`config.mk`:
```
export PLATFORM = sky130hd
export DESIGN_NAME = switch_debounce_toggle_hold
export DESIGN_NICKNAME = d
export VERILOG_FILES = /design/src/hdl/swdb_pkg.sv /design/src/hdl/swdb_cfg.sv /design/src/hdl/swdb_led.sv /design/src/hdl/swdb_core.sv /design/src/hdl/switch_debounce_toggle_hold.sv
export SDC_FILE = /design/constraint.sdc
export NUM_CORES = 1
export LEC_CHECK = 0
export ABC_AREA = 1
export CAP_MARGIN = 20
export CORE_UTILIZATION = 65
export DETAILED_ROUTE_END_ITERATION = 6
export DONT_BUFFER_PORTS = 1
export PLACE_DENSITY_LB_ADDON = 0.2
export SLEW_MARGIN = 20
export SYNTH_ARGS = -nofsm -noshare
export SYNTH_HDL_FRONTEND = slang
export SYNTH_HIERARCHICAL = 1
export SYNTH_SLANG_ARGS = --single-unit
```
`constraint.sdc`:
```
create_clock -name clk -period 22.5 [get_ports clk]
set_clock_uncertainty 0.15 [all_clocks]
set_input_delay 1.125 -clock clk [delete_from_list [all_inputs] [get_ports clk]]
set_output_delay 1.125 -clock clk [all_outputs]
set_load 0.02 [all_outputs]
```
`src/hdl/swdb_pkg.sv`:
```
// shared types and constants for the debounced toggle switch
`timescale 1ns / 1ps

package swdb_pkg;

  localparam int ADDR_W = 5;
  localparam int DATA_W = 32;

  // register indexes, byte address is 4 * index
  localparam logic [2:0] REG_SWITCH_MODE    = 3'd0;
  localparam logic [2:0] REG_INVERT_INPUT   = 3'd1;
  localparam logic [2:0] REG_BOUNCE_MS      = 3'd2;
  localparam logic [2:0] REG_BLINK_INTERVAL = 3'd3;
  localparam logic [2:0] REG_REST_LEVEL     = 3'd4;

  localparam logic        SWITCH_MODE_RST    = 1'b0;
  localparam logic        INVERT_INPUT_RST   = 1'b0;
  localparam logic [15:0] BOUNCE_MS_RST      = 16'd50;
  localparam logic [15:0] BLINK_INTERVAL_RST = 16'd1000;
  localparam logic        REST_LEVEL_RST     = 1'b0;

  typedef struct packed {
    logic        pin_level;
    logic [31:0] now_ms;
  } in_item_t;

  typedef struct packed {
    logic        toggle_state;
    logic        physical_level;
    logic        press_event;
    logic        physical_event;
    logic        release_event;
    logic [31:0] hold_ms;
    logic        led_on;
  } out_item_t;

  typedef struct packed {
    logic        switch_mode;
    logic        invert_input;
    logic [15:0] bounce_ms;
    logic [15:0] blink_interval_ms;
  } cfg_t;

  // what the debounce logic asks of the blink unit for one beat
  typedef struct packed {
    logic press;
    logic step;
    logic release_hit;
  } led_ctl_t;

endpackage

```
`src/hdl/swdb_cfg.sv`:
```
// apb-style configuration registers
`timescale 1ns / 1ps

module swdb_cfg (
  input  logic                       clk,
  input  logic                       rst_n,
  input  logic                       psel,
  input  logic                       penable,
  input  logic                       pwrite,
  input  logic [swdb_pkg::ADDR_W-1:0] paddr,
  input  logic [swdb_pkg::DATA_W-1:0] pwdata,
  output logic [swdb_pkg::DATA_W-1:0] prdata,
  output logic                       pready,
  output swdb_pkg::cfg_t             cfg
);
  import swdb_pkg::*;

  logic        switch_mode_r;
  logic        invert_input_r;
  logic [15:0] bounce_ms_r;
  logic [15:0] blink_interval_r;
  logic        rest_level_r;
  logic        wr_en;
  logic [2:0]  reg_idx;

  assign pready  = 1'b1;
  assign reg_idx = paddr[ADDR_W-1:2];
  assign wr_en   = psel && penable && pwrite && pready;

  always_ff @(posedge clk) begin
    if (!rst_n) begin
      switch_mode_r    <= SWITCH_MODE_RST;
      invert_input_r   <= INVERT_INPUT_RST;
      bounce_ms_r      <= BOUNCE_MS_RST;
      blink_interval_r <= BLINK_INTERVAL_RST;
      rest_level_r     <= REST_LEVEL_RST;
    end else if (wr_en) begin
      unique case (reg_idx)
        REG_SWITCH_MODE:    switch_mode_r    <= pwdata[0];
        REG_INVERT_INPUT:   invert_input_r   <= pwdata[0];
        REG_BOUNCE_MS:      bounce_ms_r      <= pwdata[15:0];
        REG_BLINK_INTERVAL: blink_interval_r <= pwdata[15:0];
        REG_REST_LEVEL:     rest_level_r     <= pwdata[0];
        default: ;
      endcase
    end
  end

  always_comb begin
    prdata = '0;
    unique case (reg_idx)
      REG_SWITCH_MODE:    prdata = {31'd0, switch_mode_r};
      REG_INVERT_INPUT:   prdata = {31'd0, invert_input_r};
      REG_BOUNCE_MS:      prdata = {16'd0, bounce_ms_r};
      REG_BLINK_INTERVAL: prdata = {16'd0, blink_interval_r};
      REG_REST_LEVEL:     prdata = {31'd0, rest_level_r};
      default:            prdata = '0;
    endcase
  end

  assign cfg.switch_mode       = switch_mode_r;
  assign cfg.invert_input      = invert_input_r;
  assign cfg.bounce_ms         = bounce_ms_r;
  assign cfg.blink_interval_ms = blink_interval_r;

endmodule

```
`src/hdl/swdb_led.sv`:
```
// hold indication blink unit: burst counters and lamp state
`timescale 1ns / 1ps

module swdb_led #(
  parameter int BLINK_ON_MS     = 100,
  parameter int BLINK_PERIOD_MS = 200,
  parameter int COUNT_WIDTH     = 8
) (
  input  logic                 clk,
  input  logic                 rst_n,
  input  logic                 fire,
  input  swdb_pkg::led_ctl_t   ctl,
  input  logic [31:0]          now_ms,
  input  logic [15:0]          blink_interval_ms,
  output logic                 lamp_nxt
);
  import swdb_pkg::*;

  localparam logic [COUNT_WIDTH-1:0] CNT_MAX = {COUNT_WIDTH{1'b1}};

  logic [31:0]            hold_start_r, hold_start_nxt;
  logic [31:0]            burst_start_r, burst_start_nxt;
  logic [COUNT_WIDTH-1:0] interval_cnt_r, interval_cnt_nxt;
  logic [COUNT_WIDTH-1:0] blink_cnt_r, blink_cnt_nxt;
  logic                   burst_active_r, burst_active_nxt;
  logic                   lamp_r;

  logic [31:0]            hs_eff;
  logic [COUNT_WIDTH-1:0] ic_eff, bc_eff, ic1;
  logic                   ba_eff, ba1, lamp_eff, lamp1, lamp2, ba2;
  logic [31:0]            bs1;
  logic [31:0]            since_hold, since_burst;
  logic [COUNT_WIDTH+15:0] ivl_prod;
  logic [31:0]            per_prod, per_prod1, off_at;
  logic                   new_burst, turn_off;
  logic [COUNT_WIDTH:0]   bc_inc;
  logic [COUNT_WIDTH-1:0] bc2;

  always_comb begin
    // a press restarts the hold measurement before the blink step
    hs_eff   = ctl.press ? now_ms : hold_start_r;
    ic_eff   = ctl.press ? '0 : interval_cnt_r;
    bc_eff   = ctl.press ? '0 : blink_cnt_r;
    ba_eff   = ctl.press ? 1'b0 : burst_active_r;
    lamp_eff = lamp_r;

    since_hold = now_ms - hs_eff;
    ivl_prod   = ic_eff * blink_interval_ms;
    new_burst  = (ic_eff != CNT_MAX) && (since_hold >= 32'(ivl_prod));

    ic1 = new_burst ? ic_eff + 1'b1 : ic_eff;
    bs1 = new_burst ? now_ms : burst_start_r;
    ba1 = new_burst ? 1'b1 : ba_eff;

    // blink count is cleared by a new burst, so its product is too
    per_prod    = 32'(bc_eff) * 32'(BLINK_PERIOD_MS);
    per_prod1   = new_burst ? 32'd0 : per_prod;
    since_burst = now_ms - bs1;
    off_at      = per_prod1 + 32'(BLINK_ON_MS);

    lamp1    = lamp_eff || (ba1 && (since_burst >= per_prod1));
    turn_off = lamp1 && (since_burst >= off_at);
    bc_inc   = {1'b0, (new_burst ? '0 : bc_eff)} + 1'b1;

    lamp2 = lamp1;
    ba2   = ba1;
    bc2   = new_burst ? '0 : bc_eff;
    if (turn_off) begin
      lamp2 = 1'b0;
      if (bc_inc >= {1'b0, ic1}) begin
        ba2 = 1'b0;
        bc2 = '0;
      end else begin
        bc2 = bc_inc[COUNT_WIDTH-1:0];
      end
    end

    hold_start_nxt   = hold_start_r;
    burst_start_nxt  = burst_start_r;
    interval_cnt_nxt = interval_cnt_r;
    blink_cnt_nxt    = blink_cnt_r;
    burst_active_nxt = burst_active_r;
    lamp_nxt         = lamp_r;
    if (ctl.release_hit) begin
      hold_start_nxt   = '0;
      burst_start_nxt  = '0;
      interval_cnt_nxt = '0;
      blink_cnt_nxt    = '0;
      burst_active_nxt = 1'b0;
      lamp_nxt         = 1'b0;
    end else if (ctl.step) begin
      hold_start_nxt   = hs_eff;
      burst_start_nxt  = bs1;
      interval_cnt_nxt = ic1;
      blink_cnt_nxt    = bc2;
      burst_active_nxt = ba2;
      lamp_nxt         = lamp2;
    end
  end

  always_ff @(posedge clk) begin
    if (!rst_n) begin
      hold_start_r   <= '0;
      burst_start_r  <= '0;
      interval_cnt_r <= '0;
      blink_cnt_r    <= '0;
      burst_active_r <= 1'b0;
      lamp_r         <= 1'b0;
    end else if (fire) begin
      hold_start_r   <= hold_start_nxt;
      burst_start_r  <= burst_start_nxt;
      interval_cnt_r <= interval_cnt_nxt;
      blink_cnt_r    <= blink_cnt_nxt;
      burst_active_r <= burst_active_nxt;
      lamp_r         <= lamp_nxt;
    end
  end

endmodule

```
`src/hdl/swdb_core.sv`:
```
// input register, debounce and toggle logic, result register
`timescale 1ns / 1ps

module swdb_core #(
  parameter int BLINK_ON_MS     = 100,
  parameter int BLINK_PERIOD_MS = 200,
  parameter int COUNT_WIDTH     = 8
) (
  input  logic                clk,
  input  logic                rst_n,
  input  swdb_pkg::cfg_t      cfg,
  input  logic                in_valid,
  output logic                in_stall,
  input  swdb_pkg::in_item_t  in_data,
  output logic                out_valid,
  input  logic                out_stall,
  output swdb_pkg::out_item_t out_data
);
  import swdb_pkg::*;

  in_item_t  s1_data_r;
  logic      s1_valid_r;
  out_item_t out_data_r, out_nxt;
  logic      out_valid_r;
  logic      advance, fire;

  logic        toggled_r, toggled_nxt;
  logic        last_level_r, last_level_nxt;
  logic        accepted_r, accepted_nxt;
  logic        timer_run_r, timer_run_nxt;
  logic [31:0] timer_start_r, timer_start_nxt;
  logic        held_latch_r, held_latch_nxt;

  logic        cur;
  logic [31:0] now;
  logic [31:0] ts_eff, elapsed;
  led_ctl_t    led_ctl;
  logic        lamp_nxt;

  assign advance  = !out_valid_r || !out_stall;
  assign fire     = s1_valid_r && advance;
  assign in_stall = s1_valid_r && !advance;

  always_comb begin
    cur = s1_data_r.pin_level ^ cfg.invert_input;
    now = s1_data_r.now_ms;

    toggled_nxt     = toggled_r;
    last_level_nxt  = last_level_r;
    accepted_nxt    = accepted_r;
    timer_run_nxt   = timer_run_r;
    timer_start_nxt = timer_start_r;
    held_latch_nxt  = held_latch_r;
    led_ctl         = '0;

    out_nxt                = '0;

    ts_eff  = timer_run_r ? timer_start_r : now;
    elapsed = now - ts_eff;

    if (cur != last_level_r) begin
      timer_run_nxt   = 1'b1;
      timer_start_nxt = ts_eff;
      if (elapsed >= {16'd0, cfg.bounce_ms}) begin
        if (cfg.switch_mode) begin
          if (!held_latch_r) begin
            toggled_nxt         = !toggled_r;
            held_latch_nxt      = 1'b1;
            out_nxt.press_event = 1'b1;
            out_nxt.physical_event = 1'b1;
            accepted_nxt        = cur;
            led_ctl.press       = 1'b1;
          end
          led_ctl.step = 1'b1;
        end else begin
          toggled_nxt            = !toggled_r;
          last_level_nxt         = cur;
          out_nxt.press_event    = 1'b1;
          out_nxt.physical_event = 1'b1;
          accepted_nxt           = cur;
          timer_run_nxt          = 1'b0;
        end
      end
    end else if (timer_run_r && cfg.switch_mode) begin
      // return to the rest level ends the press, glitches included
      out_nxt.release_event  = 1'b1;
      out_nxt.hold_ms        = (elapsed <= {16'd0, cfg.bounce_ms}) ? 32'd0 : elapsed;
      out_nxt.physical_event = 1'b1;
      led_ctl.release_hit    = 1'b1;
      timer_run_nxt          = 1'b0;
      held_latch_nxt         = 1'b0;
      accepted_nxt           = cur;
    end

    out_nxt.toggle_state   = toggled_nxt;
    out_nxt.physical_level = accepted_nxt;
    out_nxt.led_on         = lamp_nxt;
  end

  swdb_led #(
    .BLINK_ON_MS    (BLINK_ON_MS),
    .BLINK_PERIOD_MS(BLINK_PERIOD_MS),
    .COUNT_WIDTH    (COUNT_WIDTH)
  ) u_led (
    .clk              (clk),
    .rst_n            (rst_n),
    .fire             (fire),
    .ctl              (led_ctl),
    .now_ms           (now),
    .blink_interval_ms(cfg.blink_interval_ms),
    .lamp_nxt         (lamp_nxt)
  );

  always_ff @(posedge clk) begin
    if (!rst_n) begin
      s1_valid_r    <= 1'b0;
      out_valid_r   <= 1'b0;
      toggled_r     <= REST_LEVEL_RST;
      last_level_r  <= REST_LEVEL_RST;
      accepted_r    <= REST_LEVEL_RST;
      timer_run_r   <= 1'b0;
      timer_start_r <= '0;
      held_latch_r  <= 1'b0;
    end else begin
      if (!s1_valid_r || advance) begin
        s1_valid_r <= in_valid;
      end
      if (advance) begin
        out_valid_r <= s1_valid_r;
      end
      if (fire) begin
        toggled_r     <= toggled_nxt;
        last_level_r  <= last_level_nxt;
        accepted_r    <= accepted_nxt;
        timer_run_r   <= timer_run_nxt;
        timer_start_r <= timer_start_nxt;
        held_latch_r  <= held_latch_nxt;
      end
    end
  end

  // payload registers
  always_ff @(posedge clk) begin
    if (in_valid && !in_stall) begin
      s1_data_r <= in_data;
    end
    if (fire) begin
      out_data_r <= out_nxt;
    end
  end

  assign out_valid = out_valid_r;
  assign out_data  = out_data_r;

endmodule

```
`src/hdl/switch_debounce_toggle_hold.sv`:
```
// top level of the debounced toggle switch with hold time and blink indication
`timescale 1ns / 1ps

// One pin sample with a millisecond timestamp enters per beat and yields exactly one
// result beat. The block takes a new sample every clock cycle unless in_stall is
// raised by a stalled output; a sample's result passes through the input register
// and then the result register, with all debounce, toggle, hold-time and blink work
// done in one pass between them. The longest path is the
// interval-count-by-blink-interval product and its compare. Time arithmetic wraps
// modulo 2^32. Registers sit on an apb-style port at byte addresses 0, 4, 8, 12 and
// 16 (switch_mode, invert_input, bounce_ms, blink_interval_ms, rest_level); write
// them only while no sample is in flight. rest_level only reads back, the switch
// state after reset is always level 0.
module switch_debounce_toggle_hold #(
  parameter int BLINK_ON_MS     = 100,
  parameter int BLINK_PERIOD_MS = 200,
  parameter int COUNT_WIDTH     = 8
) (
  input  logic                        clk,
  input  logic                        rst_n,
  input  logic                        in_valid,
  output logic                        in_stall,
  input  swdb_pkg::in_item_t          in_data,
  output logic                        out_valid,
  input  logic                        out_stall,
  output swdb_pkg::out_item_t         out_data,
  input  logic                        psel,
  input  logic                        penable,
  input  logic                        pwrite,
  input  logic [swdb_pkg::ADDR_W-1:0] paddr,
  input  logic [swdb_pkg::DATA_W-1:0] pwdata,
  output logic [swdb_pkg::DATA_W-1:0] prdata,
  output logic                        pready
);
  import swdb_pkg::*;

  cfg_t cfg;

  swdb_cfg u_cfg (
    .clk    (clk),
    .rst_n  (rst_n),
    .psel   (psel),
    .penable(penable),
    .pwrite (pwrite),
    .paddr  (paddr),
    .pwdata (pwdata),
    .prdata (prdata),
    .pready (pready),
    .cfg    (cfg)
  );

  swdb_core #(
    .BLINK_ON_MS    (BLINK_ON_MS),
    .BLINK_PERIOD_MS(BLINK_PERIOD_MS),
    .COUNT_WIDTH    (COUNT_WIDTH)
  ) u_core (
    .clk      (clk),
    .rst_n    (rst_n),
    .cfg      (cfg),
    .in_valid (in_valid),
    .in_stall (in_stall),
    .in_data  (in_data),
    .out_valid(out_valid),
    .out_stall(out_stall),
    .out_data (out_data)
  );

endmodule
```
==> results.cfg <==
[final_layout]
final_util_pct = 69.22
syn2layout_area_growth_pct = 4.844
drive_gt1_share_pct = 5.016
nets = 3838

[yosys]
ys_async_sr_fraction_pct = 0
synth_seq_area_share_pct = 22.43
syn_inst = 3476
synth_area_per_cell_um2 = 6.740
post_synth_main_area_contributors = nand2_1, dfxtp_1, ha_1
yosysWarnings = 6
yosys.area.top_type = nand2_1
synth_cell_types = 57
yosysTopAreaCellShare_pct = 14.45
synthesis.area_um2 = 23430
yosysMostFrequentCell = nand2_1
ys_ff_latch = 227
synthTopCellsByCount = nand2_1, inv_1, nor2_1, ha_1, a21oi_1
synth-main-ff-cell = dfxtp_1
synth_edf_count = 71

[global_route]
overflow = 0
grt_pass1_wl_mm = 103.4
antenna_found_initial = 3
grt_max_degree = 87
grt.total_usage_pct = 35.34
grt_pass1_vias = 20859

[sta]
hold_viol_final = 0
relSlewSlack_pct = 33.11
setup-violations-final = 0
rsz0062_at_grt = no
setup_ws_ns = 4.523
slew_violations = 0
finalCritPeriodShare_pct = 79.90
period_needed_ns = 17.98
fmax_mhz = 55.63
fin_tns_setup_ns = 0
worst_pin_slew_ns = 1.002

[die]
start_util_pct = 66.02
core_um2 = 35480
dieWidth_um = 191.8
placementRows = 69
die-height_um = 191.8
fp.dieArea_um2 = 36800
design.portCount = 150

[placement]
io_buffers = 0
gp_congestion = 0.9940
hpwlAfterDp_mm = 50.62
dpl_worst_slack_ns = 4.565

[clocking]
cts_buffer_depth = 3
clkTransAtPathRegs_ns = 0.06
htree_levels = 1
post-cts-setup-buffer-count = 0
cts_root_buffer = clkbuf_16
postCtsHoldBufs = 0
cts_inserted_buffers = 27
cts_resized = 0
insertion_delay_ns = 0.56
cts_tree = done
clock_sinks = 227

[drt]
drt_pre_antenna_iters = 6
ant_nets = 0
initialDrtViolationCount = 1715
via_count = 22029
drc_errors = 0
viasPerCell = 5.631
wl_mm = 64.71
routedWlPerCell_um = 16.54

[setup_path]
crit_top_cell = nand2_1
critical_path.slowest_cell = dfxtp_4
cp-end-kind = register
slowest_delay_ns = 0.72
startpoint_type = register
critPathKind = register to register
cp.arrival_ns = 18.22
critPathRequiredTime_ns = 22.74
cp_top_family = simple AND/OR/NAND/NOR gates
crit_buf_inv = 13
path_max_fanout = 86

[pwr]
p_total_mw = 1.196
p_leak_nw = 12.14
p_per_area_nw_per_um2 = 48.68
irDropWorstVdd_mv = 0.08956

[status]
status = finished, final reports clean

[flow_run]
maxCapViolations = 0

[hold_path]
hp-class = register to register
-- sequential cells by signal, summed over array words and instances, names as in the netlist, 8 cells and up --
name,count
u_core/now,32
u_core/u_led/interval_cnt_r,8
u_cfg/bounce_ms_r,16
u_core/out_data,38
u_core/u_led/burst_start_r,32
u_cfg/blink_interval_r,16
u_core/u_led/hold_start_r,32
u_core/timer_start_r,32
u_core/u_led/blink_cnt_r,8
-- final timing paths --
check | to | slack, ns | start | cells past startpoint
worst max register to register | u_core/u_led/blink_cnt_r[0] | 4.52 | u_core/timer_run_r | 80
worst max-delay path | u_core/u_led/blink_cnt_r[0] | 4.52 | u_core/timer_run_r | 80
worst min register to register | u_core/timer_start_r[10] | 0.30 | u_core/timer_start_r[10] | 2
worst min-delay path | u_core/timer_start_r[10] | 0.30 | u_core/timer_start_r[10] | 2
-- report_power, final --
group	internal (mW)	switching, mW
combinational	0.100	0.193
sequential	0.434	0.0177
clock	0.266	0.185
-- kinds of logic (layout without fill, tap and decap cells) --
family	after synthesis	in the layout	share of synthesized area, %
compound gates	438	438	10.69
mux	29	29	1.239
flops	227	227	22.43
fa+ha+maj	332	332	20.62
other cells	2	19	0.03206
buf+inv	716	674	12.10
simple gates	1633	1633	29.19
xor+xnor	99	99	3.701
-- cell usage in the layout, fill, tap and decap left out, drive strengths merged, types with 2 or more instances in the layout --
cell type,n
a211oi,3
a21boi,5
a21o,8
a21oi,198
a2bb2oi,30
a31oi,14
and2,2
buf,9
bufinv,3
clkbuf,33
clkinv,8
clkinvlp,5
conb,17
dfxtp,156
diode,2
edfxtp,71
fa,90
ha,242
inv,616
mux2i,29
nand2,934
nand3,164
nand3b,10
nand4,24
nor2,454
nor3,27
nor4,8
o211ai,3
o21ai,121
o21bai,12
o221ai,3
o22ai,32
o31ai,4
or2,8
xnor2,28
xor2,71
-- worst min-delay path: stages (launching register included) --
cell     delay [ns]
dfxtp_1        0.30
inv_1          0.06
a21oi_1        0.05
-- layer usage --
layer  GRT usage [%]  up-vias  part of all wire, %
met5               0        -                0.037
met4           15.63        4                  4.7
met3           6.139      159                  8.3
li1                -    10862                    -
met2           58.04      883                   44
met1           45.33    10121                   43
-- cell type report --
class | instances | area, um^2
Inverter | 616 | 2313
Timing Repair Buffer | 9 | 71.32
Tap cell | 461 | 576.8
Multi-Input combinational cell | 2548 | 15430
Clock buffer | 33 | 728.2
Clock inverter | 16 | 181.4
Fill cell | 3118 | 10920
Antenna cell | 2 | 5.005
Sequential cell | 227 | 5259
-- stage by stage --
stage          std cells  hold slack (ns)  cell area (um^2)
2_1_floorplan       3491           0.2763             23480
3_3_place_gp        3860           0.2828             23630
3_5_place_dp        3860           0.2896             23630
4_1_cts             3909           0.2996             24540
5_1_grt             3910           0.3191             24560
6_report            3912           0.2984             24560
(Power assumes the default switching activity.)
